[src/hw/rtl/cialu_pkg.sv]
// ----------------------------------------------------------------------------
// cialu_pkg
// Shared types and constants for the complex integer arithmetic unit.
// ----------------------------------------------------------------------------
package cialu_pkg;
  localparam int OPERAND_WIDTH = 16;
  localparam int RES_W         = 33;

  typedef enum logic [1:0] {
    OP_ADD = 2'd0,
    OP_SUB = 2'd1,
    OP_MUL = 2'd2,
    OP_DIV = 2'd3
  } op_t;
endpackage

[src/hw/rtl/cialu_div_cell.sv]
// ----------------------------------------------------------------------------
// cialu_div_cell
// One restoring-division step for both quotients; hands data to the next cell.
// ----------------------------------------------------------------------------
module cialu_div_cell #(
  parameter int NW = 64,
  parameter int DW = 64,
  parameter int BIT = 0
) (
  input  logic          clk,
  input  logic          rst,
  input  logic          in_v,
  input  logic          in_hold,
  input  logic [NW-1:0] in_rem_r,
  input  logic [NW-1:0] in_rem_i,
  input  logic [DW-1:0] in_den,
  input  logic [NW-1:0] in_q_r,
  input  logic [NW-1:0] in_q_i,
  input  logic [2:0]    in_tag,
  input  logic [cialu_pkg::RES_W-1:0] in_pr,
  input  logic [cialu_pkg::RES_W-1:0] in_pi,
  output logic          out_v,
  output logic [NW-1:0] out_rem_r,
  output logic [NW-1:0] out_rem_i,
  output logic [DW-1:0] out_den,
  output logic [NW-1:0] out_q_r,
  output logic [NW-1:0] out_q_i,
  output logic [2:0]    out_tag,
  output logic [cialu_pkg::RES_W-1:0] out_pr,
  output logic [cialu_pkg::RES_W-1:0] out_pi
);
  // compare remainder against den << BIT
  logic [NW+DW-1:0] sh;
  logic             ge_r, ge_i;
  assign sh   = {{NW{1'b0}}, in_den} << BIT;
  assign ge_r = {{DW{1'b0}}, in_rem_r} >= sh;
  assign ge_i = {{DW{1'b0}}, in_rem_i} >= sh;

  always_ff @(posedge clk) begin
    if (rst) out_v <= 1'b0;
    else if (!in_hold) out_v <= in_v;
    if (!in_hold) begin
      out_rem_r <= ge_r ? in_rem_r - sh[NW-1:0] : in_rem_r;
      out_rem_i <= ge_i ? in_rem_i - sh[NW-1:0] : in_rem_i;
      out_q_r   <= in_q_r | (NW'(ge_r) << BIT);
      out_q_i   <= in_q_i | (NW'(ge_i) << BIT);
      out_den   <= in_den;
      out_tag   <= in_tag;
      out_pr    <= in_pr;
      out_pi    <= in_pi;
    end
  end
endmodule

[config.mk]
export PLATFORM = sky130hd
export DESIGN_NAME = cialu_div_cell
export DESIGN_NICKNAME = d
export VERILOG_FILES = /design/src/hw/rtl/cialu_pkg.sv /design/src/hw/rtl/cialu_div_cell.sv
export SDC_FILE = /design/constraint.sdc
export NUM_CORES = 1
export LEC_CHECK = 0
export BUFFER_PORTS_ARGS = -buffer_cell sky130_fd_sc_hd__buf_2
export CAP_MARGIN = 5
export CORE_AREA = 2 2 307 309
export DETAILED_ROUTE_END_ITERATION = 16
export DIE_AREA = 0 0 309 311
export PLACE_DENSITY = 0.54
export SYNTH_ARGS = -nofsm -noshare
export SYNTH_HDL_FRONTEND = slang
export SYNTH_SLANG_ARGS = --single-unit
[constraint.sdc]
create_clock -name clk -period 12.1 [get_ports clk]
set_input_delay 1.21 -clock clk [delete_from_list [all_inputs] [get_ports clk]]
set_output_delay 1.21 -clock clk [all_outputs]
set_load 0.03 [all_outputs]
Yosys cells after proc, flatten, opt, wreduce, memory -nomap -nowiden:

Cells that the tools add are included.

* bits in registers: 390
* bits of input ports: 393
* output and inout port bits: 390
* logic and storage cells: 17

* add/sub/neg operators: 2
* $lt $le $gt $ge: 2
* muxes and demuxes: 2
* bitwise logic cells: 2

Operator list (count)
* 64-bit >= comparator: 2
* 64-bit two-way mux: 2
* 64-bit by 1-bit bitwise OR with 64-bit output: 2
* 64-bit subtractor: 2

Depth between registers and ports, before layout:

* depth in word-level cells: 2
* mapped depth: 15
* mapped depth without buffers: 13

Least setup slack after synthesis:

Ideal clock, no wire load.

* path type: input to register
* start: input port in_hold
* end: register out_den[0] (enable)
* library setup time: 0.736 ns
* arrival time: 8.695 ns
* data required time: 11.364 ns
* slack: 2.670 ns
* stages: 1
* path buffers: 0
* cell sequence: inv_1

RTL lines
* from (decl): line cialu_div_cell.sv:13 `input logic in_hold,`
* to (signal assigned): line cialu_div_cell.sv:47 `out_den <= in_den;`
* to (decl): line cialu_div_cell.sv:25 `output logic [DW-1:0] out_den,`

No word-level cell between the ends.

Worst setup path in the final report:

* start: input port in_rem_i[0]
* end: register out_rem_i[35] (data pin)

* word-level cells in the longest chain between the ends: 2
* elaborated cells on any way between the ends: 3
* those cells by class: add/sub: 1; order compare: 1; mux: 1

Ends and longest elaborated chain
* from (decl): line cialu_div_cell.sv:15 `input logic [NW-1:0] in_rem_i,`
* 64-bit subtractor / 64-bit >= comparator (equally long branches): line cialu_div_cell.sv:44, cialu_div_cell.sv:37
* 64-bit two-way mux (*): line cialu_div_cell.sv:44 `out_rem_i <= ge_i ? in_rem_i - sh[NW-1:0] : in_rem_i;`
* to (signal assigned): line cialu_div_cell.sv:44
* to (decl): line cialu_div_cell.sv:24 `output logic [NW-1:0] out_rem_i,`

Every way passes the cells marked *; elsewhere a longest branch is shown, timed or not.
A chain may end at the register's enable or synchronous reset.

==> summary.txt <==
Setup path
  • Cell mode on critical path: nand3_2
  • CP top delay family: compound AO/OA/AOI/OAI gates
  • FF-to-FF End: out_v
  • R2R depth: 2
  • Crit path launch type: primary input
  • Buf+Inv Stages, Crit Path: 3
  • Critical path capture point type: flop
  • CP Class: primary input to flop
  • Delay of the slowest critical-path stage: 0.91 ns
  • Worst path required time: 12.49 ns
  • CP Cell Sequence: buf_2 > inv_1 > ha_1 > fa_1 > nor2b_1 > o31a_1 > o21ai_1 > o221ai_2 > nand3_2 > nand3_2 > a31oi_4 > buf_4 > mux2_2
  • Worst path slowest cell: a31oi_4
  • Reg2Reg Setup Slack: 11.51 ns
  • Largest fanout on the critical path: 94
  • Worst R2R Start: out_v
  • Worst EP arrival: 5.64 ns

Power
  • Peak VDD IR: 0.000120 V
  • Flop pwr share: 0.385
  • Logic pwr share: 0.266
  • Power share of the clock group: 0.348
  • Lkg Pwr: 12.1 nW
  • P_sw: 1.53 mW
  • Pwr Density: 156 nW/um2
  • P_int: 2.87 mW
  • Switching share of power: 0.348
  • Total power: 4.39 mW

Synthesis
  • Async S/R FF share, synth: 0
  • Most used DFF post-synth: edfxtp_1
  • Ys Warns: 0
  • Net Count, Synth: 2474
  • Synthesis-stage register bit count: 390
  • Sequential fraction of the synthesis area: 0.548
  • Syn Inst Count: 1951
  • Synthesized area: 21400 um2
  • Mean post-synth cell area: 11.0 um2
  • EDFF count, synth: 389
  • Synth cell types: 81

Hold path
  • Hold Path Cell Cnt: 2
  • Hold path startpoint: out_v
  • Hold worst-path end: out_v
  • Min-Delay Path Class: flop to flop

STA
  • Post-Route Skew: 0 ns
  • Min cycle time layout: 5.25 ns
  • Worst-Margin Slew: 1.12 ns
  • Achievable frequency: 0.190 GHz
  • Hold Vio Cnt, Final: 0
  • Slew Limit Fails: 0
  • Final Cycle Share: 0.434
  • Hold slack: 0.493 ns
  • RSZ-0062 raised after global routing: no
  • Max_slew headroom: 0.255
  • Final setup viols: 0
  • Setup TNS: 0 ns

Status
  • Status: complete, no violations

Placement
  • IO buf count: 782
  • Detailed placer's ending HPWL: 82.9 mm
  • DP Area: 26500 um2
  • Gpl congestion: 0.899

Clock network
  • Clk slew on worst S/H paths: 0.05 ns
  • Clk buf depth: 3
  • H-Tree Depth: 2
  • Root buffer cell: clkbuf_16
  • TritonCTS clock tree: yes
  • Hold_buf cts: 0
  • CTS buffer count: 51
  • Skew-Pair Late Insertion Delay: 0.64 ns
  • Clock sink count: 390
  • Post-CTS Setup Inserts: 0
  • # resized after CTS: 0

Final layout
  • Post-route cell area: 28100 um2
  • Multi-input logic area: 8800 um2
  • Area Growth Syn to Fin: 31.7%
  • Utilization after layout: 0.303
  • Ratio of cells with drive above 1 in the final layout: 0.328
  • Final nets: 3227
  • Layout fillers: 9839
  • Seq. cell area: 11700 um2

Drt
  • 1st-iter DRT viols: 1330
  • Avg Vias per Cell: 4.64
  • Drt pass-1 iters: 5
  • Routed Antenna Nets: 0
  • Final WL: 99.9 mm
  • DR vias: 18597
  • Wire length per cell: 24.9 um
  • Drt drc: 0

Floorplanning
  • Initial core utilization: 0.230
  • Area of the core: 92800 um2
  • Top Ports: 783
  • Row count: 112
  • Die area: 96100 um2
  • Die H: 311 um
  • Die Wd: 309 um

GRT
  • First-pass GRT wire length: 136 mm
  • Number of global-route vias before repair: 18411
  • Initial antenna violation count: 46
  • Tot GR Track Use: 0.199
  • Global route overflow: 0
  • Largest net degree at the start of global routing: 147

Job
  • Max Cap Viol: 0
-- worst min-delay path: cells and delay by family, from the launching register on --
family	cells	cell delay [ns]
and+or+nand+nor	1	0.07
DFF	1	0.32
muxes	1	0.07
-- layer usage --
metal / GRT usage / share of wire / routed length [um] / up-vias
met5: 0 / 0.0036 / 364 / -
met4: 0.0765 / 0.041 / 4050 / 50
met3: 0.0596 / 0.079 / 7900 / 177
met2: 0.355 / 0.50 / 50000 / 673
met1: 0.221 / 0.38 / 37500 / 8924
li1: - / - / - / 8773
-- synth_stat cells, types with 22 or more instances --
| master | n | share of area |
|---|---|---|
| edfxtp_1 | 389 | 0.55 |
| a21oi_1 | 205 | 0.048 |
| nand2_1 | 191 | 0.034 |
| o21ai_0 | 153 | 0.036 |
| nor2_1 | 141 | 0.025 |
| ha_1 | 128 | 0.075 |
| inv_1 | 108 | 0.019 |
| a21o_1 | 65 | 0.023 |
| xnor2_1 | 58 | 0.024 |
| xor2_1 | 50 | 0.020 |
| nand4_1 | 45 | 0.013 |
| clkbuf_1 | 43 | 0.0076 |
| nand3_1 | 26 | 0.0061 |
| nor3_1 | 26 | 0.0061 |
| o21bai_1 | 26 | 0.0091 |
| buf_2 | 22 | 0.0052 |
-- worst max-delay path by stage --
stage                         end  slack (ns)   startpoint  cells past startpoint
finish              out_rem_i[35]        6.85  in_rem_i[0]                     13
global route         out_rem_i[7]        6.45  in_rem_i[0]                     13
CTS                 out_rem_i[35]        6.65  in_rem_i[0]                     13
detailed placement  out_rem_i[35]        5.97  in_rem_i[0]                     13
global placement    out_rem_i[35]        6.03  in_rem_i[0]                     13
floorplan              out_den[0]        2.67      in_hold                      1
-- sequential cells by signal, summed over array words and instances (netlist names), 3 cells and up --
register	count
out_q_r	64
out_pr	33
out_den	64
out_rem_i	64
out_tag	3
out_q_i	64
out_pi	33
out_rem_r	64
-- per-stage QoR --
stage	setup slack, ns	std cells
floorplan	2.67	1951
global placement	6.03	3905
detailed placement	5.97	3905
CTS	6.65	3998
global route	6.45	3999
finish	6.85	4005
-- power by group through the flow --
stage	sequential (mW)	combinational (mW)	clock, mW
6_report	1.69	1.17	1.53
5_1_grt	1.71	1.26	1.62
4_1_cts	1.69	1.19	1.58
3_5_place_dp	1.72	1.18	0
3_3_place_gp	1.72	1.18	0
2_1_floorplan	2.01	0.462	0
-- cell usage in the layout (no fill, tap or decap), types with 45 or more instances in the layout --
master / netlist / layout
nor2_1: 141 / 141
edfxtp_1: 389 / 389
buf_2: 22 / 782
nand2_1: 191 / 191
ha_1: 128 / 128
clkbuf_16: 0 / 51
xnor2_1: 58 / 58
o21ai_0: 153 / 153
inv_1: 108 / 107
a21oi_1: 205 / 205
nand4_1: 45 / 45
xor2_1: 50 / 50
a21o_1: 65 / 65
-- cell families after synthesis --
family / share of synthesized area
AOI/OAI and AO/OA: 0.168
buffers and inverters: 0.0414
muxes: 0.00550
DFF: 0.548
adders and majority gates: 0.0768
and+or+nand+nor: 0.117
xor gates and xnor gates: 0.0443
-- final cells by class --
| type | instances | area share |
|---|---|---|
| diodes | 7 | 0.000623 |
| repair buffers | 791 | 0.142 |
| clock buffers | 61 | 0.0467 |
| well taps | 1254 | 0.0558 |
| flip-flops and latches | 390 | 0.416 |
| inverters | 108 | 0.0147 |
| multi-input cells | 1362 | 0.313 |
| clock inverters | 32 | 0.0117 |
(Power assumes the default switching activity.)
